==> config.mk <==
export PLATFORM = sky130hd
export DESIGN_NAME = base32_word_codec_flat
export DESIGN_NICKNAME = d
export VERILOG_FILES = /design/src/rtl/core/b32wc_pkg.sv /design/src/rtl/core/b32_item_if.sv /design/src/rtl/core/b32_result_if.sv /design/src/rtl/core/b32_cfg_if.sv /design/src/rtl/core/b32wc_front.sv /design/src/rtl/core/b32wc_queue.sv /design/src/rtl/core/b32wc_back.sv /design/src/rtl/core/base32_word_codec.sv /design/src/flat_wrapper.sv
export SDC_FILE = /design/constraint.sdc
export NUM_CORES = 1
export LEC_CHECK = 0
export BUFFER_PORTS_ARGS = -buffer_cell sky130_fd_sc_hd__buf_4
export CORE_MARGIN = 8
export CORE_UTILIZATION = 60
export DETAILED_ROUTE_END_ITERATION = 16
export GPL_TIMING_DRIVEN = 0
export HOLD_SLACK_MARGIN = 0.1
export PLACE_DENSITY = 0.77
export SYNTH_ARGS = -nofsm -noshare
export SYNTH_HDL_FRONTEND = slang
export SYNTH_SLANG_ARGS = --single-unit
==> constraint.sdc <==
create_clock -name clk -period 20.6 [get_ports clk]
set_clock_uncertainty 0.05 [all_clocks]
set_input_delay 1.03 -clock clk [delete_from_list [all_inputs] [get_ports clk]]
set_output_delay 1.03 -clock clk [all_outputs]
set_load 0.02 [all_outputs]
==> src/rtl/core/b32wc_pkg.sv <==
`timescale 1ns / 1ps
package b32wc_pkg;

	localparam int WORD_W          = 64;
	localparam int WORD_BYTES      = 8;
	localparam int WORD_DIGITS     = 13;
	localparam int CNT_W           = 4;
	localparam int QUEUE_DEPTH_DEF = 2;

	typedef enum logic {
		MODE_ENC = 1'b0,
		MODE_DEC = 1'b1
	} mode_t;

	// one finished group handed from front to back
	typedef struct packed {
		logic [WORD_W-1:0] word;
		logic [CNT_W-1:0]  cnt;
		mode_t             mode;
	} job_t;

	function automatic logic [7:0] digit_char(input logic [4:0] d);
		logic [7:0] c;
		c = 8'h40;
		unique case (d)
			5'd0:  c = 8'h40;
			5'd27: c = 8'h33;
			5'd28: c = 8'h34;
			5'd29: c = 8'h35;
			5'd30: c = 8'h36;
			5'd31: c = 8'h37;
			default: c = 8'h60 + {3'b000, d};
		endcase
		return c;
	endfunction

	// characters sent for a word of n bytes: ceil(n*8/5)
	function automatic logic [CNT_W-1:0] enc_results(input logic [CNT_W-1:0] n);
		logic [CNT_W-1:0] r;
		r = '0;
		unique case (n)
			4'd1: r = 4'd2;
			4'd2: r = 4'd4;
			4'd3: r = 4'd5;
			4'd4: r = 4'd7;
			4'd5: r = 4'd8;
			4'd6: r = 4'd10;
			4'd7: r = 4'd12;
			4'd8: r = 4'd13;
			default: r = '0;
		endcase
		return r;
	endfunction

	// bytes given by n characters: floor(n*5/8)
	function automatic logic [CNT_W-1:0] dec_results(input logic [CNT_W-1:0] n);
		logic [CNT_W-1:0] r;
		r = '0;
		unique case (n)
			4'd2, 4'd3:   r = 4'd1;
			4'd4:         r = 4'd2;
			4'd5, 4'd6:   r = 4'd3;
			4'd7:         r = 4'd4;
			4'd8, 4'd9:   r = 4'd5;
			4'd10, 4'd11: r = 4'd6;
			4'd12:        r = 4'd7;
			4'd13:        r = 4'd8;
			default:      r = '0;
		endcase
		return r;
	endfunction

endpackage

==> src/rtl/core/b32_item_if.sv <==
`timescale 1ns / 1ps
interface b32_item_if;
	logic       valid;
	logic       ready;
	logic [7:0] data_in;
	logic       last_in;

	modport source (output valid, output data_in, output last_in, input ready);
	modport sink (input valid, input data_in, input last_in, output ready);
endinterface

==> src/rtl/core/b32_result_if.sv <==
`timescale 1ns / 1ps
interface b32_result_if;
	logic       valid;
	logic       ready;
	logic [7:0] data_out;
	logic       last_out;

	modport source (output valid, output data_out, output last_out, input ready);
	modport sink (input valid, input data_out, input last_out, output ready);
endinterface

==> src/rtl/core/b32_cfg_if.sv <==
`timescale 1ns / 1ps
interface b32_cfg_if;
	logic valid;
	logic ready;
	logic data;

	modport source (output valid, output data, input ready);
	modport sink (input valid, input data, output ready);
endinterface

==> src/rtl/core/b32wc_front.sv <==
`timescale 1ns / 1ps
module b32wc_front (
	input  logic            clk,
	input  logic            arst_n,
	b32_item_if.sink        item,
	input  b32wc_pkg::mode_t mode,
	input  logic            clr,
	input  logic            q_full,
	output logic            push,
	output b32wc_pkg::job_t job
);
	import b32wc_pkg::*;

	logic [WORD_W-1:0] acc_q;
	logic [CNT_W-1:0]  cnt_q;

	logic              accept;
	logic              is_dec;
	logic [4:0]        digit;
	logic [2:0]        enc_pos;
	logic [CNT_W-1:0]  dec_pos;
	logic [5:0]        sh_enc;
	logic [5:0]        sh_dec;
	logic [WORD_W-1:0] ins;
	logic [WORD_W-1:0] acc_nx;
	logic [CNT_W-1:0]  n_nx;
	logic              grp_full;
	logic              done;
	logic [CNT_W-1:0]  res;

	assign item.ready = !q_full;
	assign accept     = item.valid && item.ready;
	assign is_dec     = (mode == MODE_DEC);

	always_comb begin
		digit   = item.data_in[4:0] ^ {1'b0, ~item.data_in[6], 3'b000};
		enc_pos = cnt_q[2:0];
		dec_pos = (cnt_q >= CNT_W'(WORD_DIGITS)) ? '0 : cnt_q;
		sh_enc  = {enc_pos, 3'b000};
		sh_dec  = {dec_pos, 2'b00} + {2'b00, dec_pos};
		if (is_dec) begin
			ins  = {{(WORD_W-5){1'b0}}, digit} << sh_dec;
			n_nx = dec_pos + 1'b1;
			grp_full = (n_nx == CNT_W'(WORD_DIGITS));
			res  = dec_results(n_nx);
		end else begin
			ins  = {{(WORD_W-8){1'b0}}, item.data_in} << sh_enc;
			n_nx = {1'b0, enc_pos} + 1'b1;
			grp_full = (n_nx == CNT_W'(WORD_BYTES));
			res  = enc_results(n_nx);
		end
		acc_nx = acc_q | ins;
		done   = grp_full || item.last_in;
		push   = accept && done && (res != '0);
		job    = '{word: acc_nx, cnt: res, mode: mode};
	end

	always_ff @(posedge clk or negedge arst_n) begin
		if (!arst_n) begin
			acc_q <= '0;
			cnt_q <= '0;
		end else if (clr) begin
			acc_q <= '0;
			cnt_q <= '0;
		end else if (accept) begin
			if (done) begin
				acc_q <= '0;
				cnt_q <= '0;
			end else begin
				acc_q <= acc_nx;
				cnt_q <= n_nx;
			end
		end
	end

	a_cnt_range: assert property (@(posedge clk) disable iff (!arst_n)
		cnt_q < CNT_W'(WORD_DIGITS))
		else $error("group count out of range");
	a_enc_cnt: assert property (@(posedge clk) disable iff (!arst_n)
		!is_dec |-> cnt_q < CNT_W'(WORD_BYTES))
		else $error("encode group count past a word");
	a_push_space: assert property (@(posedge clk) disable iff (!arst_n)
		push |-> !q_full && job.cnt != '0)
		else $error("job pushed into full queue or empty job");
endmodule

==> src/rtl/core/b32wc_queue.sv <==
`timescale 1ns / 1ps
module b32wc_queue #(
	parameter int DEPTH = b32wc_pkg::QUEUE_DEPTH_DEF
) (
	input  logic            clk,
	input  logic            arst_n,
	input  logic            push,
	input  b32wc_pkg::job_t wr_job,
	output logic            full,
	output logic            valid,
	input  logic            pop,
	output b32wc_pkg::job_t head
);
	import b32wc_pkg::*;

	localparam int PW = (DEPTH > 1) ? $clog2(DEPTH) : 1;
	localparam int CW = $clog2(DEPTH + 1);

	job_t           mem [DEPTH];
	logic [PW-1:0]  wr_ptr_q;
	logic [PW-1:0]  rd_ptr_q;
	logic [CW-1:0]  cnt_q;

	assign full  = (cnt_q == CW'(DEPTH));
	assign valid = (cnt_q != '0);
	assign head  = mem[rd_ptr_q];

	always_ff @(posedge clk) begin
		if (push)
			mem[wr_ptr_q] <= wr_job;
	end

	always_ff @(posedge clk or negedge arst_n) begin
		if (!arst_n) begin
			wr_ptr_q <= '0;
			rd_ptr_q <= '0;
			cnt_q    <= '0;
		end else begin
			if (push)
				wr_ptr_q <= (wr_ptr_q == PW'(DEPTH - 1)) ? '0 : wr_ptr_q + 1'b1;
			if (pop)
				rd_ptr_q <= (rd_ptr_q == PW'(DEPTH - 1)) ? '0 : rd_ptr_q + 1'b1;
			if (push && !pop)
				cnt_q <= cnt_q + 1'b1;
			else if (pop && !push)
				cnt_q <= cnt_q - 1'b1;
		end
	end

	a_no_overflow: assert property (@(posedge clk) disable iff (!arst_n)
		push |-> !full)
		else $error("queue overflow");
	a_no_underflow: assert property (@(posedge clk) disable iff (!arst_n)
		pop |-> valid)
		else $error("queue underflow");
	a_cnt_bound: assert property (@(posedge clk) disable iff (!arst_n)
		cnt_q <= CW'(DEPTH))
		else $error("queue count past depth");
endmodule

==> src/rtl/core/b32wc_back.sv <==
`timescale 1ns / 1ps
module b32wc_back (
	input  logic            clk,
	input  logic            arst_n,
	input  logic            q_valid,
	input  b32wc_pkg::job_t q_head,
	output logic            pop,
	b32_result_if.source    result
);
	import b32wc_pkg::*;

	logic              busy_q;
	logic [WORD_W-1:0] word_q;
	logic [CNT_W-1:0]  cnt_q;
	mode_t             mode_q;

	logic              out_valid_q;
	logic [7:0]        out_data_q;
	logic              out_last_q;

	logic              emit;
	logic              final_emit;

	assign result.valid    = out_valid_q;
	assign result.data_out = out_data_q;
	assign result.last_out = out_last_q;

	assign emit       = busy_q && (!out_valid_q || result.ready);
	assign final_emit = emit && (cnt_q == CNT_W'(1));
	// next job slips in behind the final request of the current one
	assign pop        = q_valid && (!busy_q || final_emit);

	always_ff @(posedge clk or negedge arst_n) begin
		if (!arst_n) begin
			busy_q      <= 1'b0;
			out_valid_q <= 1'b0;
		end else begin
			if (emit)
				out_valid_q <= 1'b1;
			else if (result.ready)
				out_valid_q <= 1'b0;
			if (pop)
				busy_q <= 1'b1;
			else if (final_emit)
				busy_q <= 1'b0;
		end
	end

	always_ff @(posedge clk) begin
		if (emit) begin
			out_last_q <= final_emit;
			if (mode_q == MODE_DEC)
				out_data_q <= word_q[7:0];
			else
				out_data_q <= digit_char(word_q[4:0]);
		end
		if (pop) begin
			word_q <= q_head.word;
			cnt_q  <= q_head.cnt;
			mode_q <= q_head.mode;
		end else if (emit) begin
			cnt_q <= cnt_q - 1'b1;
			if (mode_q == MODE_DEC)
				word_q <= word_q >> 8;
			else
				word_q <= word_q >> 5;
		end
	end

	a_busy_cnt: assert property (@(posedge clk) disable iff (!arst_n)
		busy_q |-> (cnt_q != '0 && cnt_q <= CNT_W'(WORD_DIGITS)))
		else $error("busy with no requests left");
	a_last_mark: assert property (@(posedge clk) disable iff (!arst_n)
		emit |=> result.valid && (result.last_out == $past(cnt_q == CNT_W'(1))))
		else $error("last flag out of step with count");
	a_pop_idle: assert property (@(posedge clk) disable iff (!arst_n)
		pop |-> (!busy_q || final_emit))
		else $error("job taken while one still running");
endmodule

==> src/rtl/core/base32_word_codec.sv <==
`timescale 1ns / 1ps
// Streaming base32 codec, alphabet '@', 'a'..'z', '3'..'7', over 64-bit words.
// Channels: item (data_in, last_in) carries bytes when encoding and characters
// when decoding; result (data_out, last_out) carries the other side. Both are
// valid/ready; a request moves when valid and ready are high at a clock edge.
// cfg writes the mode bit (0 encode, 1 decode), is always ready, and clears
// any group in progress. Write it only while the codec is idle.
// Encode: 8 bytes give 13 characters; an item with last_in flushes a short
// word as ceil(n*8/5) characters. Decode: 13 characters give 8 bytes; last_in
// flushes floor(n*5/8) bytes, none for a single character.
// A closed group goes as a job into the queue; the output serialiser loads it
// and shifts each result into a single output register. Results leave at one
// per cycle while the receiver is ready: one item per cycle decoding, while
// encoding the input waits on the output, as 8 bytes give 13 characters. A job
// queue of QUEUE_DEPTH entries sits between the accumulator and the output
// serialiser; item.ready drops only while that queue is full.
// Reset clears mode to encode, the accumulator and all valid flags. When the
// receiver stalls, the output register holds and, once the queue fills, the
// input stalls too.
module base32_word_codec #(
	parameter int QUEUE_DEPTH = b32wc_pkg::QUEUE_DEPTH_DEF
) (
	input  logic         clk,
	input  logic         arst_n,
	b32_cfg_if.sink      cfg,
	b32_item_if.sink     item,
	b32_result_if.source result
);
	import b32wc_pkg::*;

	mode_t mode_q;
	logic  cfg_wr;
	logic  q_full;
	logic  q_valid;
	logic  push;
	logic  pop;
	job_t  wr_job;
	job_t  q_head;

	assign cfg.ready = 1'b1;
	assign cfg_wr    = cfg.valid && cfg.ready;

	always_ff @(posedge clk or negedge arst_n) begin
		if (!arst_n)
			mode_q <= MODE_ENC;
		else if (cfg_wr)
			mode_q <= mode_t'(cfg.data);
	end

	b32wc_front u_front (
		.clk    (clk),
		.arst_n (arst_n),
		.item   (item),
		.mode   (mode_q),
		.clr    (cfg_wr),
		.q_full (q_full),
		.push   (push),
		.job    (wr_job)
	);

	b32wc_queue #(
		.DEPTH (QUEUE_DEPTH)
	) u_queue (
		.clk    (clk),
		.arst_n (arst_n),
		.push   (push),
		.wr_job (wr_job),
		.full   (q_full),
		.valid  (q_valid),
		.pop    (pop),
		.head   (q_head)
	);

	b32wc_back u_back (
		.clk     (clk),
		.arst_n  (arst_n),
		.q_valid (q_valid),
		.q_head  (q_head),
		.pop     (pop),
		.result  (result)
	);
endmodule
==> src/flat_wrapper.sv <==
// flat-port wrapper written by rule: the top's interface ports become plain ports
module base32_word_codec_flat import b32wc_pkg::*;
#(
	parameter int QUEUE_DEPTH = b32wc_pkg::QUEUE_DEPTH_DEF
)
  (clk, arst_n, cfg_valid, cfg_data, cfg_ready, item_valid, item_data_in, item_last_in, item_ready, result_valid, result_data_out, result_last_out, result_ready);
  b32_cfg_if cfg_i ();
  b32_item_if item_i ();
  b32_result_if result_i ();
  input  logic clk;
  input  logic arst_n;
  input wire logic [$bits(cfg_i.valid)-1:0] cfg_valid;
  input wire logic [$bits(cfg_i.data)-1:0] cfg_data;
  output wire logic [$bits(cfg_i.ready)-1:0] cfg_ready;
  input wire logic [$bits(item_i.valid)-1:0] item_valid;
  input wire logic [$bits(item_i.data_in)-1:0] item_data_in;
  input wire logic [$bits(item_i.last_in)-1:0] item_last_in;
  output wire logic [$bits(item_i.ready)-1:0] item_ready;
  output wire logic [$bits(result_i.valid)-1:0] result_valid;
  output wire logic [$bits(result_i.data_out)-1:0] result_data_out;
  output wire logic [$bits(result_i.last_out)-1:0] result_last_out;
  input wire logic [$bits(result_i.ready)-1:0] result_ready;
  assign cfg_i.valid = cfg_valid;
  assign cfg_i.data = cfg_data;
  assign cfg_ready = cfg_i.ready;
  assign item_i.valid = item_valid;
  assign item_i.data_in = item_data_in;
  assign item_i.last_in = item_last_in;
  assign item_ready = item_i.ready;
  assign result_valid = result_i.valid;
  assign result_data_out = result_i.data_out;
  assign result_last_out = result_i.last_out;
  assign result_i.ready = result_ready;
  base32_word_codec #(.QUEUE_DEPTH(QUEUE_DEPTH)) u_core (.clk(clk), .arst_n(arst_n), .cfg(cfg_i), .item(item_i), .result(result_i));
endmodule
-- After elaboration in Yosys (flattened, before gate mapping)
Memories as Yosys holds them, arrays and structs flattened.
Cells that the tools add are included.
- register bits: 153
- memory bits (writable): 138
- ROM bits: 128
- input bits: 15
- output and inout port bits: 12
- memories: 3
- add/subtract/negate cells: 9
- magnitude comparators: 1
- equality and inequality tests: 9
- shift-type cells: 2
- muxes and demuxes: 28
- bitwise logic cells: 3
- reduce and logical (&&, ||, !) cells: 24
- memories (memory ; words ; bits a word ; read ports ; clocked after Yosys merged registers in ; write ports ; line ; RTL):
    u_core.u_queue.mem ; 2 ; 69 ; 1 ; 0 ; 1 ; b32wc_queue.sv:19 ; job_t mem [DEPTH];
    (no name shown) ; 16 ; 4 ; 1 ; 0 ; 0 ; b32wc_pkg.sv:59 ; unique case (n)
    (no name shown) ; 16 ; 4 ; 1 ; 0 ; 0 ; b32wc_pkg.sv:41 ; unique case (n)
- operator list (cell ; number):
    $mux 64 ; 6
    $or 64x64->64 ; 1
    $shl 5x6->64 ; 1
    $shl 8x6->64 ; 1
    $mux 59 ; 1
    $pmux 8 s6 ; 1
    $mux 4 ; 8
    $eq 5x5->1 const B ; 5
    $reduce_bool 2->1 ; 6
    $mux 1 ; 9
    $add 7x5->8 const A ; 1
    $eq 4x4->1 const B ; 2
    $logic_and 1x1->1 ; 8
    $mux 8 ; 1
    $add 6x4->6 ; 1
    $logic_not 1->1 ; 5
    $logic_not 5->1 ; 1
    $xor 5x4->5 ; 1
    $add 3x1->4 const B ; 1
    $add 4x1->4 const B ; 1
    $eq 4x1->1 const B ; 1
    $ge 4x4->1 const B ; 1
    $mux 2 ; 2
    $reduce_bool 4->1 ; 1
    other kinds (7) ; 10

-- Longest topological paths before layout
Gate-level depths: netlist of the first run.
- word-level depth: 12
- gate-level depth with buffers: 20

-- Modules after synthesis
A second synthesis of the first run with hierarchy kept.
- cells, all modules: 1106
- area, all modules: 14924.3 µm²
- modules (own cells, without submodules) (module ; instances ; cells each ; area an instance (µm²) ; seq. area each (µm²)):
    b32wc_queue ; 1 ; 231 ; 5520.3 ; 4244.1
    b32wc_front ; 1 ; 613 ; 4994.8 ; 1701.6
    b32wc_back ; 1 ; 258 ; 4357.9 ; 2392.3
    base32_word_codec ; 1 ; 4 ; 51.3 ; 25.0

-- Worst setup path before layout of the first run
Ideal clock, no wire load.
- path type: reg2reg
- from: reg u_core.u_front.cnt_q[1]
- to: mem u_core.u_queue.mem[0][0] (netlist name) (enable)
- arrival time: 6.073 ns
- required time: 20.053 ns
- setup slack: 13.980 ns
- stages on the path, launching flop included: 15
- path buffers: 2
- cell sequence: dfrtp_1 -> buf_4 -> clkinv_1 -> ha_1 -> and2b_2 -> nor2_8 -> nor2_1 -> ha_1 -> inv_1 -> ha_1 -> clkbuf_1 -> o21ai_0 -> o311ai_0 -> o31ai_2 -> nor2_1
- RTL lines (element ; line ; RTL):
    start, declared ; b32wc_front.sv:15 ; logic [CNT_W-1:0] cnt_q;
    start signal, assigned ; b32wc_front.sv:71 ; cnt_q <= n_nx;
    end, declared ; b32wc_queue.sv:19 ;

==> impl_metrics.prom, run 1 <==
# TYPE chip_impl_metric gauge
chip_impl_metric{name="synth.yosys.warnings",unit=""} 0
chip_impl_metric{name="route.detailed.wl_per_inst",unit="µm"} 23.7
chip_impl_metric{name="xor_and_xnor_area_share_after_synthesis",unit=""} 0.00825
chip_impl_metric{name="muxShareOfSynthArea",unit=""} 0.0572
chip_impl_metric{name="finalWirelength",unit="µm"} 33600
chip_impl_metric{name="syn_to_final_growth",unit="%"} 11.9
chip_impl_metric{name="first_global_vias",unit=""} 9101
chip_impl_metric{name="buffer_ports.inserted",unit=""} 19
chip_impl_metric{name="slew_violations",unit=""} 0
chip_impl_metric{name="slew_headroom",unit=""} 0.161
chip_impl_metric{name="gr-total-overflow",unit=""} 0
chip_impl_metric{name="stdcell_area",unit="µm²"} 15100
chip_impl_metric{name="numCtsBuffers",unit=""} 28
chip_impl_info{name="netlist_top_cells_area",value="edfxtp_1 48%, dfrtp_1 14%, mux2i_1 5.3%, a221o_1 4.1%, a21oi_1 3.3%"} 1
chip_impl_metric{name="worst-endpoint-arrival",unit="ns"} 5.67
chip_impl_metric{name="timing.critical_path.fanout_max",unit=""} 33
chip_impl_metric{name="layout.area.seq",unit="µm²"} 8360
chip_impl_metric{name="dr_total_vias",unit=""} 9299
chip_impl_metric{name="postSynthCellCount",unit=""} 1058
chip_impl_metric{name="worst_r2r_path_depth",unit=""} 15
chip_impl_info{name="path_class",value="reg2reg"} 1
chip_impl_info{name="tritoncts",value="built"} 1
chip_impl_metric{name="diode_count",unit=""} 0
chip_impl_metric{name="placement_rows",unit=""} 55
chip_impl_metric{name="clk_pin_slew",unit="ns"} 0.07
chip_impl_metric{name="synth_enable_flop_cells",unit=""} 216
chip_impl_metric{name="placed_cells",unit=""} 1366
chip_impl_info{name="hold_class",value="reg2reg"} 1
chip_impl_metric{name="final_util",unit=""} 0.675
chip_impl_metric{name="drc",unit=""} 0
chip_impl_metric{name="final_antenna_net_count",unit=""} 0
chip_impl_metric{name="ratio_of_cells_with_drive_above_1_in_the_final_layout",unit=""} 0.111
chip_impl_metric{name="report.final.hold_viol_count",unit=""} 0
chip_impl_metric{name="clockBufferDepth",unit=""} 3
chip_impl_metric{name="post_synthesis_share_of_cell_area_spent_on_and_or_nand_and_nor_gates",unit=""} 0.0851
chip_impl_metric{name="post_cts_hold_buffers",unit=""} 0
chip_impl_metric{name="grt_max_degree",unit=""} 76
chip_impl_metric{name="clock-sinks",unit=""} 291
chip_impl_info{name="cp-start-kind",value="register"} 1
chip_impl_metric{name="grt_pass1_wl",unit="µm"} 52100
chip_impl_metric{name="finalSetupViolations",unit=""} 0
chip_impl_metric{name="setup-tns-final",unit="ns"} 0
chip_impl_metric{name="globalplace.congestion",unit=""} 0.937
chip_impl_metric{name="netlist-cell-type-count",unit=""} 76
chip_impl_info{name="final_common_cell",value="edfxtp_1"} 1
chip_impl_metric{name="cts.repair_timing.setup_buffer_count",unit=""} 0
chip_impl_metric{name="tightestPinTransition",unit="ns"} 1.25
chip_impl_metric{name="synth_seq_area_share",unit=""} 0.619
chip_impl_info{name="endpoint_of_the_worst_setup_timing_path",value="u_core.u_queue.mem[0][37]$_DFFE_PP_"} 1
chip_impl_metric{name="detailed_placement_wirelength_estimate",unit="µm"} 23400
chip_impl_metric{name="setup.reg_to_reg.worst_slack",unit="ns"} 15.11
chip_impl_info{name="clk_root_buffer_cell",value="clkbuf_16"} 1
chip_impl_metric{name="io_pins",unit=""} 27
chip_impl_metric{name="first_pass_iters",unit=""} 8
chip_impl_metric{name="num-nets-final",unit=""} 1143
chip_impl_metric{name="worst_hold_path.num_cells",unit=""} 1
chip_impl_metric{name="dpl_cell_area",unit="µm²"} 14100
chip_impl_metric{name="fillCellCount",unit=""} 1558
chip_impl_metric{name="maxCapViolations",unit=""} 0
chip_impl_metric{name="antenna_found_initial",unit=""} 1
chip_impl_metric{name="htree_num_levels",unit=""} 1
chip_impl_metric{name="achievable_freq",unit="GHz"} 0.182
chip_impl_metric{name="multi_input_comb_area",unit="µm²"} 4730
chip_impl_info{name="setup.worst_path.start",value="u_core.u_front.cnt_q[1]$_DFFE_PN0P_"} 1
chip_impl_metric{name="postSynthNetCount",unit=""} 1090
chip_impl_metric{name="synth_fa_ha_area_frac",unit=""} 0.0163
chip_impl_metric{name="period_share",unit=""} 0.266
chip_impl_metric{name="post_layout_nonfiller_instances",unit=""} 1418
chip_impl_info{name="synth_top_family_by_area",value="compound AO/OA/AOI/OAI gates"} 1
chip_impl_metric{name="dieArea",unit="µm²"} 27600
chip_impl_metric{name="synth_compound_gate_area_share",unit=""} 0.182
chip_impl_info{name="setup.worst_path.end_class",value="register"} 1
chip_impl_metric{name="initialDrtViolationCount",unit=""} 974
chip_impl_info{name="final_cell_mix",value="216 x edfxtp_1, 90 x a21oi_1, 75 x dfrtp_1"} 1
chip_impl_metric{name="async_s_r_ff_share_synth",unit=""} 0.258
chip_impl_metric{name="ratio_of_total_power_to_cell_area",unit="nW/µm²"} 114
chip_impl_metric{name="mappedNetlistArea",unit="µm²"} 13500
chip_impl_metric{name="avgSynthCellArea",unit="µm²"} 12.8
chip_impl_info{name="status",value="complete, no violations"} 1
chip_impl_info{name="dominantRegCellSynth",value="edfxtp_1"} 1
chip_impl_metric{name="cts-resized-gates",unit=""} 0
chip_impl_metric{name="ys_ff_latch",unit=""} 291
chip_impl_metric{name="core-area",unit="µm²"} 22400
chip_impl_metric{name="irDropWorstVdd",unit="µV"} 55.6
chip_impl_metric{name="final_period_minus_worst_setup_slack",unit="ns"} 5.49
chip_impl_metric{name="p_leak",unit="nW"} 5.56
chip_impl_metric{name="vias_per_cell",unit=""} 6.56
chip_impl_info{name="worst_r2r_endpoint",value="u_core.u_queue.mem[0][37]$_DFFE_PP_"} 1
chip_impl_metric{name="dieWidth",unit="µm"} 166
chip_impl_metric{name="critical_path_required",unit="ns"} 20.78
chip_impl_metric{name="globalRouteTotalUtil",unit=""} 0.240
chip_impl_info{name="synthDominantAreaCellType",value="edfxtp_1"} 1
chip_impl_info{name="rsz_0062_raised_after_global_routing",value="false"} 1
chip_impl_info{name="crit-reg2reg-launch",value="u_core.u_front.cnt_q[1]$_DFFE_PN0P_"} 1
chip_impl_metric{name="die_h",unit="µm"} 166
chip_impl_metric{name="start_util",unit=""} 0.604
chip_impl_metric{name="clk-insertion-delay-late",unit="ns"} 0.54
chip_impl_metric{name="synth_top_area_frac",unit=""} 0.480
==> layout make-up <==
type,count,area share
Buffer,81,0.0224
Clock buffer,37,0.0541
Clock inverter,15,0.0122
Inverter,24,0.00596
Multi-Input combinational cell,662,0.313
Sequential cell,291,0.554
Tap cell,285,0.0236
Timing Repair Buffer,23,0.0147
==> kinds of logic (layout without fill, tap and decap cells) <==
family	count (synthesis)	after routing
xor+xnor	11	11
mux	76	76
fa+ha+maj	17	17
simple gates	222	222
flops	291	291
buf+inv	105	180
compound gates	335	335
other cells	1	1
==> cell usage after synthesis (16+ instances only) <==
master	count
nand3_1	22
inv_1	19
nor2_1	34
a211oi_1	57
edfxtp_1	216
clkbuf_1	52
a221o_1	55
ha_1	16
dfrtp_1	75
nand2_1	65
a21oi_1	90
nor2b_1	57
a21boi_0	23
a31oi_1	20
mux2i_1	71
o21ai_0	16
==> layer usage <==
metal	GRT usage	wire length, µm	up-vias
met4	0.0810	1020	0
met3	0.0485	3000	67
li1	-	-	4170
met1	0.314	13500	4608
met5	0	0	-
met2	0.394	16100	454
==> power by group <==
group / internal (mW) / leakage [nW] / switching (mW) / total (mW)
Clock: 0.330 / 0.495 / 0.220 / 0.550
Combinational: 0.141 / 1.99 / 0.253 / 0.394
Sequential: 0.743 / 3.08 / 0.0407 / 0.783
Total: 1.21 / 5.56 / 0.513 / 1.73
==> flip-flops by register name, indices dropped and copies added, names as in the netlist <==
name and cells:
u_core.u_queue.mem 138, u_core.u_back.word_q 64, u_core.u_front.acc_q 64, u_core.u_back.result.data_out 8, u_core.u_back.cnt_q 4, u_core.u_front.cnt_q 4
u_core.u_queue.cnt_q 2, u_core.mode_q 1, u_core.u_back.busy_q 1, u_core.u_back.mode_q 1, u_core.u_back.result.last_out 1, u_core.u_back.result.valid 1
u_core.u_queue.rd_ptr_q 1, u_core.u_queue.wr_ptr_q 1
==> critical path, stage by stage (launching register included) <==
cell	delay, ns
dfrtp_1	0.46
buf_4	0.21
clkinv_1	0.33
ha_1	0.33
and2b_2	0.31
nor2_8	0.08
nor2_1	0.37
ha_1	0.24
inv_1	0.06
ha_1	0.26
clkbuf_1	0.31
o21ai_0	0.14
o311ai_0	0.96
o31ai_2	0.32
nor2_4	0.45
buf_12	0.27
==> worst min-delay path by stage <==
stage,start,to,slack (ns)
2_1_floorplan,u_core.u_front.acc_q[6]$_DFFE_PN0P_,u_core.u_front.acc_q[6]$_DFFE_PN0P_,0.42
5_1_grt,u_core.u_front.acc_q[62]$_DFFE_PN0P_,u_core.u_front.acc_q[62]$_DFFE_PN0P_,0.46
3_5_place_dp,u_core.u_front.acc_q[54]$_DFFE_PN0P_,u_core.u_front.acc_q[54]$_DFFE_PN0P_,0.44
6_report,u_core.u_front.acc_q[1]$_DFFE_PN0P_,u_core.u_front.acc_q[1]$_DFFE_PN0P_,0.45
3_3_place_gp,u_core.u_queue.wr_ptr_q$_DFFE_PN0N_,u_core.u_queue.wr_ptr_q$_DFFE_PN0N_,0.43
4_1_cts,u_core.u_front.acc_q[62]$_DFFE_PN0P_,u_core.u_front.acc_q[62]$_DFFE_PN0P_,0.45
==> stage by stage <==
| stage | total power [mW] | worst slack (ns) | hold WS, ns |
|---|---|---|---|
| floorplan | 1.05 | 13.98 | 0.416 |
| global placement | 1.17 | 11.51 | 0.432 |
| detailed placement | 1.18 | 15.15 | 0.438 |
| CTS | 1.73 | 15.15 | 0.454 |
| global route | 1.80 | 14.65 | 0.463 |
| finish | 1.73 | 15.11 | 0.454 |
(Power assumes the default switching activity.)
==> inputs of run 2 (changes only) <==
--- a/config.mk
+++ b/config.mk
@@ -7,11 +7,11 @@
 export LEC_CHECK = 0
 export BUFFER_PORTS_ARGS = -buffer_cell sky130_fd_sc_hd__buf_4
 export CORE_MARGIN = 8
-export CORE_UTILIZATION = 60
+export CORE_UTILIZATION = 57
 export DETAILED_ROUTE_END_ITERATION = 16
 export GPL_TIMING_DRIVEN = 0
 export HOLD_SLACK_MARGIN = 0.1
-export PLACE_DENSITY = 0.77
+export PLACE_DENSITY = 0.76
 export SYNTH_ARGS = -nofsm -noshare
 export SYNTH_HDL_FRONTEND = slang
 export SYNTH_SLANG_ARGS = --single-unit
==> constraint.sdc (replaced) <==
create_clock -name clk -period 4.7 [get_ports clk]
set_clock_uncertainty 0.05 [all_clocks]
set_input_delay 0.235 -clock clk [delete_from_list [all_inputs] [get_ports clk]]
set_output_delay 0.235 -clock clk [all_outputs]
set_load 0.02 [all_outputs]
==> impl_metrics.prom, run 2 (synthesis gave the netlist of run 1 again) <==
# TYPE chip_impl_metric gauge
chip_impl_info{name="status",value="complete, no violations"} 1
chip_impl_info{name="hold_class",value="in2reg"} 1
chip_impl_metric{name="core-area",unit="µm²"} 23300
chip_impl_metric{name="start_util",unit=""} 0.579
chip_impl_metric{name="setup-tns-final",unit="ns"} 0
chip_impl_metric{name="htree_num_levels",unit=""} 1
chip_impl_metric{name="detailed_placement_wirelength_estimate",unit="µm"} 23700
chip_impl_metric{name="clockBufferDepth",unit=""} 3
chip_impl_metric{name="first_global_vias",unit=""} 8956
chip_impl_metric{name="dieArea",unit="µm²"} 28900
chip_impl_info{name="biggestRegsByFlops",value="u_core.u_queue.mem (138), u_core.u_back.word_q (64), u_core.u_front.acc_q (64)"} 1
chip_impl_metric{name="finalWirelength",unit="µm"} 33700
chip_impl_metric{name="slew_headroom",unit=""} 0.0988
chip_impl_metric{name="globalRouteMet3Util",unit=""} 0.0299
chip_impl_metric{name="report.final.hold_viol_count",unit=""} 0
chip_impl_metric{name="ratio_of_total_power_to_cell_area",unit="nW/µm²"} 496
chip_impl_metric{name="p_leak",unit="nW"} 5.59
chip_impl_metric{name="grt_pass1_wl",unit="µm"} 52100
chip_impl_metric{name="clk_pin_slew",unit="ns"} 0.07
chip_impl_metric{name="timing.critical_path.fanout_max",unit=""} 10
chip_impl_metric{name="dpl_cell_area",unit="µm²"} 14100
chip_impl_metric{name="syn_to_final_growth",unit="%"} 12.7
chip_impl_metric{name="numCtsBuffers",unit=""} 29
chip_impl_metric{name="first_pass_iters",unit=""} 6
chip_impl_metric{name="final_antenna_net_count",unit=""} 0
chip_impl_metric{name="critical_path_required",unit="ns"} 5.12
chip_impl_metric{name="grt_max_degree",unit=""} 76
chip_impl_info{name="cp-start-kind",value="register"} 1
chip_impl_metric{name="placed_cells",unit=""} 1400
chip_impl_metric{name="clk-insertion-delay-late",unit="ns"} 0.56
chip_impl_metric{name="globalRouteMet2Util",unit=""} 0.373
chip_impl_info{name="tritoncts",value="built"} 1
chip_impl_metric{name="tightestPinTransition",unit="ns"} 1.34
chip_impl_metric{name="worst-endpoint-arrival",unit="ns"} 4.94
chip_impl_metric{name="final_period_minus_worst_setup_slack",unit="ns"} 4.52
chip_impl_metric{name="antenna_found_initial",unit=""} 0
chip_impl_metric{name="gr-total-overflow",unit=""} 0
chip_impl_metric{name="largest_register_ff_count",unit=""} 138
chip_impl_metric{name="finalSetupViolations",unit=""} 0
chip_impl_metric{name="buffer_ports.inserted",unit=""} 19
chip_impl_info{name="grt_most_used_layer",value="met2"} 1
chip_impl_metric{name="io_pins",unit=""} 27
chip_impl_metric{name="clock-sinks",unit=""} 291
chip_impl_metric{name="vias_per_cell",unit=""} 6.36
chip_impl_metric{name="globalRouteTotalUtil",unit=""} 0.233
chip_impl_metric{name="globalplace.congestion",unit=""} 0.967
chip_impl_metric{name="post_layout_nonfiller_instances",unit=""} 1461
chip_impl_info{name="clk_root_buffer_cell",value="clkbuf_16"} 1
chip_impl_metric{name="layout_setup_ws",unit="ns"} 0.182
chip_impl_metric{name="stdcell_area",unit="µm²"} 15200
chip_impl_metric{name="fillCellCount",unit=""} 1697
chip_impl_info{name="final_cell_mix",value="216 x edfxtp_1, 90 x a21oi_1, 75 x dfrtp_1"} 1
chip_impl_metric{name="ratio_of_cells_with_drive_above_1_in_the_final_layout",unit=""} 0.110
chip_impl_metric{name="period_share",unit=""} 0.961
chip_impl_metric{name="global_route.usage.met1",unit=""} 0.326
chip_impl_metric{name="dpl_worst_slack",unit="ns"} -0.370
chip_impl_metric{name="placement_rows",unit=""} 56
chip_impl_metric{name="dieWidth",unit="µm"} 170
chip_impl_metric{name="num-nets-final",unit=""} 1151
chip_impl_metric{name="maxCapViolations",unit=""} 0
chip_impl_metric{name="drc",unit=""} 0
chip_impl_info{name="registers.top_by_ff_count",value="u_core.u_queue.mem"} 1
chip_impl_metric{name="irDropWorstVdd",unit="µV"} 271
chip_impl_info{name="setup.worst_path.end_class",value="register"} 1
chip_impl_info{name="final_common_cell",value="edfxtp_1"} 1
chip_impl_metric{name="route.detailed.wl_per_inst",unit="µm"} 23.1
chip_impl_metric{name="dr_total_vias",unit=""} 9296
chip_impl_info{name="rsz_0062_raised_after_global_routing",value="false"} 1
chip_impl_metric{name="layout.area.seq",unit="µm²"} 8360
chip_impl_metric{name="achievable_freq",unit="GHz"} 0.221
chip_impl_metric{name="diode_count",unit=""} 0
chip_impl_metric{name="multi_input_comb_area",unit="µm²"} 4760
chip_impl_metric{name="die_h",unit="µm"} 170
chip_impl_info{name="path_class",value="reg2reg"} 1
chip_impl_metric{name="slew_violations",unit=""} 0
chip_impl_metric{name="initialDrtViolationCount",unit=""} 983
-- run 2: cell type report --
cell class                 instances  share of cell area
sequential                       291               0.549
multi-input combinational        662               0.313
clock buffer                      40              0.0524
tap                              319              0.0262
buffer                            80              0.0220
timing repair buffer              31              0.0194
clock inverter                    14              0.0116
inverter                          24             0.00600
-- run 2: critical path, cell delays in order (launching register included) --
cell      delay (ns)
dfrtp_1         0.46
buf_4           0.22
clkinv_2        0.18
ha_1            0.24
nand2b_2        0.23
a21oi_4         0.28
ha_1            0.22
inv_1           0.06
fa_1            0.53
clkbuf_1        0.38
inv_1           0.17
nor2_1          0.24
nand2_1         0.15
o22a_1          0.27
o21ai_0         0.51
a21boi_0        0.24
-- run 2: power breakdown --
| part | total, mW | switching [mW] | internal [mW] |
|---|---|---|---|
| clock | 2.37 | 0.965 | 1.40 |
| sequential | 3.43 | 0.171 | 3.25 |
| combinational | 1.76 | 1.12 | 0.632 |
| total | 7.55 | 2.26 | 5.29 |
-- run 2: path summary, 6_finish.rpt --
check                                                startpoint                              endpoint  slack [ns]  cells after the start
min in group asynchronous                                arst_n   u_core.u_front.cnt_q[2]$_DFFE_PN0P_        0.34                      2
min                                                  item_valid  u_core.u_front.acc_q[12]$_DFFE_PN0P_        0.13                      4
min reg2reg                u_core.u_front.acc_q[38]$_DFFE_PN0P_  u_core.u_front.acc_q[38]$_DFFE_PN0P_        0.45                      1
max in group asynchronous                                arst_n  u_core.u_front.acc_q[20]$_DFFE_PN0P_        3.56                      2
max                         u_core.u_front.cnt_q[1]$_DFFE_PN0P_  u_core.u_front.acc_q[48]$_DFFE_PN0P_        0.18                     15
max reg2reg                 u_core.u_front.cnt_q[1]$_DFFE_PN0P_  u_core.u_front.acc_q[48]$_DFFE_PN0P_        0.18                     15
-- run 2: metrics by stage --
stage / power (mW) / hold slack (ns) / utilization
6_report: 7.55 / 0.132 / 0.652
5_1_grt: 7.85 / 0.150 / 0.652
4_1_cts: 7.55 / 0.113 / 0.653
3_5_place_dp: 5.18 / 0.400 / 0.606
3_3_place_gp: 5.12 / 0.400 / 0.603
2_1_floorplan: 4.62 / -0.111 / -
-- run 2: per-layer routing --
| layer | wire length, µm | vias up |
|---|---|---|
| met3 | 2460 | 88 |
| li1 | - | 4208 |
| met2 | 15800 | 426 |
| met1 | 14300 | 4574 |
| met5 | 0 | - |
| met4 | 1130 | 0 |
-- run 2: timing repair --
item / CTS / global route
endpoints found under the hold margin: 81 / 0
pin swaps: 4 / 0
endpoints found under the setup margin: 140 / 3
hold buffers: 5 / 0
setup buffers: 3 / 0
gates resized for setup: 5 / 0
==> inputs of run 3 (changes only) <==
--- a/config.mk
+++ b/config.mk
@@ -14,4 +14,5 @@
 export PLACE_DENSITY = 0.76
 export SYNTH_ARGS = -nofsm -noshare
 export SYNTH_HDL_FRONTEND = slang
+export SYNTH_HIERARCHICAL = 1
 export SYNTH_SLANG_ARGS = --single-unit
==> impl_metrics.prom, run 3 <==
# TYPE chip_impl_metric gauge
chip_impl_info{name="status",value="complete, no violations"} 1
chip_impl_metric{name="ratio_of_cells_with_drive_above_1_in_the_final_layout",unit=""} 0.280
chip_impl_metric{name="net-switching-power",unit="mW"} 2.23
chip_impl_metric{name="num-nets-final",unit=""} 1200
chip_impl_metric{name="period_share",unit=""} 0.961
chip_impl_metric{name="slew_headroom",unit=""} 0.0356
chip_impl_metric{name="worst_path_largest_cell_delay",unit="ns"} 0.80
chip_impl_metric{name="power",unit="mW"} 8.22
chip_impl_metric{name="diode_count",unit=""} 0
chip_impl_metric{name="syn_to_final_growth",unit="%"} 12.0
chip_impl_metric{name="irDropWorstVdd",unit="µV"} 338
chip_impl_info{name="ys_top_cells_by_count",value="216 x edfxtp_1, 133 x mux2_4, 81 x a21oi_1"} 1
chip_impl_info{name="setup.worst_path.end_class",value="register"} 1
chip_impl_metric{name="start_util",unit=""} 0.576
chip_impl_metric{name="route.detailed.wl_per_inst",unit="µm"} 24.5
chip_impl_info{name="synthDominantAreaCellType",value="edfxtp_1"} 1
chip_impl_metric{name="antenna_found_initial",unit=""} 0
chip_impl_metric{name="dr_total_vias",unit=""} 9816
chip_impl_metric{name="gr-total-overflow",unit=""} 0
chip_impl_metric{name="placement_rows",unit=""} 59
chip_impl_info{name="hold_class",value="in2reg"} 1
chip_impl_info{name="biggestRegsByFlops",value="u_core/u_queue/mem (138), u_core/u_back/word_q (64), u_core/u_front/acc_q (64)"} 1
chip_impl_metric{name="first_global_vias",unit=""} 9510
chip_impl_metric{name="clk_pin_slew",unit="ns"} 0.07
chip_impl_info{name="timing.critical_path.max_delay_family",value="compound AO/OA/AOI/OAI gates"} 1
chip_impl_metric{name="slew_violations",unit=""} 0
chip_impl_metric{name="buffer_ports.inserted",unit=""} 19
chip_impl_metric{name="synth_enable_flop_cells",unit=""} 216
chip_impl_metric{name="finalSetupViolations",unit=""} 0
chip_impl_metric{name="p_leak",unit="nW"} 6.49
chip_impl_metric{name="setup-tns-final",unit="ns"} 0
chip_impl_metric{name="switching_share",unit=""} 0.271
chip_impl_metric{name="worst-path-buf-inv",unit=""} 4
chip_impl_info{name="registers.top_by_ff_count",value="u_core/u_queue/mem"} 1
chip_impl_metric{name="worst_hold_path.num_cells",unit=""} 4
chip_impl_metric{name="vias_per_cell",unit=""} 6.43
chip_impl_metric{name="dpl_worst_slack",unit="ns"} -0.654
chip_impl_metric{name="critical_path_required",unit="ns"} 4.82
chip_impl_metric{name="synth_top_area_frac",unit=""} 0.435
chip_impl_info{name="rsz_0062_raised_after_global_routing",value="false"} 1
chip_impl_metric{name="tightestPinTransition",unit="ns"} 1.44
chip_impl_metric{name="largest_register_ff_count",unit=""} 138
chip_impl_metric{name="initialDrtViolationCount",unit=""} 1102
chip_impl_metric{name="synth.yosys.warnings",unit=""} 6
chip_impl_metric{name="htree_num_levels",unit=""} 1
chip_impl_info{name="final_common_cell",value="edfxtp_1"} 1
chip_impl_metric{name="placed_cells",unit=""} 1463
chip_impl_metric{name="ratio_of_total_power_to_cell_area",unit="nW/µm²"} 492
chip_impl_metric{name="dieArea",unit="µm²"} 31600
chip_impl_info{name="path_class",value="reg2reg"} 1
chip_impl_metric{name="grt_max_degree",unit=""} 76
chip_impl_info{name="clk_root_buffer_cell",value="clkbuf_16"} 1
chip_impl_metric{name="post_layout_nonfiller_instances",unit=""} 1526
chip_impl_metric{name="cp_num_cells",unit=""} 13
chip_impl_metric{name="detailed_placement_wirelength_estimate",unit="µm"} 26300
chip_impl_metric{name="globalRouteTotalUtil",unit=""} 0.236
chip_impl_info{name="tritoncts",value="built"} 1
chip_impl_metric{name="report.final.hold_viol_count",unit=""} 0
chip_impl_metric{name="mappedNetlistArea",unit="µm²"} 14900
chip_impl_metric{name="timing.critical_path.fanout_max",unit=""} 11
chip_impl_metric{name="ys_ff_latch",unit=""} 291
chip_impl_metric{name="numCtsBuffers",unit=""} 29
chip_impl_info{name="netlist_top_cells_area",value="edfxtp_1 43%, mux2_4 13%, dfrtp_1 13%, mux2_2 4.1%, a21oi_1 2.7%"} 1
chip_impl_metric{name="globalplace.congestion",unit=""} 0.996
chip_impl_metric{name="finalWirelength",unit="µm"} 37400
chip_impl_metric{name="grt_pass1_wl",unit="µm"} 57300
chip_impl_metric{name="clock-sinks",unit=""} 291
chip_impl_metric{name="worst-endpoint-arrival",unit="ns"} 4.63
chip_impl_metric{name="worst_r2r_path_depth",unit=""} 13
chip_impl_metric{name="share_clk_of_total_power",unit=""} 0.308
chip_impl_metric{name="dieWidth",unit="µm"} 178
chip_impl_info{name="final_cell_mix",value="216 x edfxtp_1, 133 x mux2_4, 80 x a21oi_1"} 1
chip_impl_metric{name="maxCapViolations",unit=""} 0
chip_impl_metric{name="io_pins",unit=""} 27
chip_impl_info{name="critPathSlowestCell",value="a2bb2oi_1"} 1
chip_impl_metric{name="seq_power_share",unit=""} 0.416
chip_impl_info{name="dominantRegCellSynth",value="edfxtp_1"} 1
chip_impl_metric{name="layout_setup_ws",unit="ns"} 0.183
chip_impl_metric{name="clk-insertion-delay-late",unit="ns"} 0.55
chip_impl_metric{name="final_period_minus_worst_setup_slack",unit="ns"} 4.52
chip_impl_metric{name="async_s_r_ff_share_synth",unit=""} 0.258
chip_impl_info{name="cells_traversed_along_the_worst_timing_path",value="inv_4, ha_1, nand2b_1, nand3_1, nand2_1, inv_1, ha_1, inv_1, fa_1, buf_1, nor2_1, a2bb2oi_1, o21ai_0"} 1
chip_impl_metric{name="clockBufferDepth",unit=""} 3
chip_impl_metric{name="die_h",unit="µm"} 178
chip_impl_info{name="cp-start-kind",value="register"} 1
chip_impl_metric{name="internal-power",unit="mW"} 5.99
chip_impl_info{name="post-synth-top-count-cell",value="edfxtp_1"} 1
chip_impl_metric{name="postSynthCellCount",unit=""} 1106
chip_impl_metric{name="postSynthNetCount",unit=""} 1138
chip_impl_metric{name="part_of_the_total_power_dissipated_in_combinational_logic",unit=""} 0.276
chip_impl_metric{name="netlist-cell-type-count",unit=""} 85
chip_impl_metric{name="drc",unit=""} 0
chip_impl_metric{name="avgSynthCellArea",unit="µm²"} 13.5
chip_impl_metric{name="final_antenna_net_count",unit=""} 0
chip_impl_metric{name="core-area",unit="µm²"} 25900
chip_impl_metric{name="synth_seq_area_share",unit=""} 0.560
chip_impl_metric{name="achievable_freq",unit="GHz"} 0.221
chip_impl_metric{name="hold-worst-slack",unit="ns"} 0.196
chip_impl_metric{name="first_pass_iters",unit=""} 10
==> run 3: cell types whose count changed after synthesis, sizes merged, moves of 14 or more <==
| cell | change |
|---|---|
| clkbuf | -14 |
| o21ai | +45 |
| a221o | -47 |
| mux2 | +185 |
| nor2b | -42 |
| a211oi | -56 |
| mux2i | -66 |
==> run 3: layout make-up <==
| cell class | count | area (µm²) |
|---|---|---|
| multi-input cells | 713 | 5980 |
| well taps | 335 | 419 |
| repair buffers | 31 | 293 |
| clock buffers | 32 | 737 |
| clock inverters | 22 | 313 |
| flip-flops and latches | 291 | 8360 |
| fillers | 1831 | 9200 |
| inverters | 25 | 97.6 |
| plain buffers | 77 | 509 |
==> run 3: logic make-up after synthesis <==
family          share of synthesized area
compound gates                      0.129
xor+xnor                          0.00520
fa+ha+maj                          0.0148
buf+inv                            0.0404
flops                               0.560
mux                                 0.180
other cells                      0.000251
simple gates                       0.0702
==> run 3: per-layer routing <==
| metal | vias to the layer above | track usage | wire length, µm |
|---|---|---|---|
| met4 | 0 | 0.0771 | 1160 |
| met2 | 529 | 0.379 | 17500 |
| met3 | 82 | 0.0396 | 3380 |
| met5 | - | 0 | 0 |
| li1 | 4333 | - | - |
| met1 | 4872 | 0.324 | 15300 |
==> run 3: metrics by stage <==
stage / area (µm²) / util
2_1_floorplan: 14900 / -
3_3_place_gp: 15500 / 0.598
3_5_place_dp: 15600 / 0.601
4_1_cts: 16700 / 0.644
5_1_grt: 16700 / 0.645
6_report: 16700 / 0.645
==> run 3: final timing paths <==
path	from	to	slack [ns]
min	result_ready	u_core/u_back/busy_q$_DFFE_PN0P_	0.20
max reg2reg	u_core/u_front/cnt_q[1]$_DFFE_PN0P_	u_core/u_queue/mem[0][63]$_DFFE_PP_	0.18
min in group asynchronous	arst_n	u_core/u_queue/wr_ptr_q$_DFFE_PN0P_	0.33
max	u_core/u_front/cnt_q[1]$_DFFE_PN0P_	u_core/u_queue/mem[0][63]$_DFFE_PP_	0.18
min reg2reg	u_core/u_queue/cnt_q[1]$_DFFE_PN0P_	u_core/u_queue/cnt_q[1]$_DFFE_PN0P_	0.43
max in group asynchronous	arst_n	u_core/u_front/cnt_q[0]$_DFFE_PN0P_	3.54
==> run 3: power groups by stage <==
stage	logic (mW)	clock network, mW	registers [mW]
final	2.27	2.53	3.42
after floorplan	1.71	0	3.42
after global placement	2.17	0	3.46
after detailed placement	2.24	0	3.47
after CTS	2.27	2.56	3.42
after global routing	2.38	2.66	3.46
==> run 3: timing repair <==
| action | 4_1_cts | 5_1_grt |
|---|---|---|
| pin swaps | 0 | 1 |
| setup buffers | 1 | 2 |
| setup endpoints to repair | 151 | 156 |
| hold buffers | 6 | 0 |
| gates resized for setup | 4 | 4 |
| hold endpoints to repair | 80 | 0 |
==> run 3: tightest hold or removal path: stages <==
cell,delay (ns)
buf_4,0.11
nand2b_1,0.21
nand2_1,0.09
a21o_1,0.10
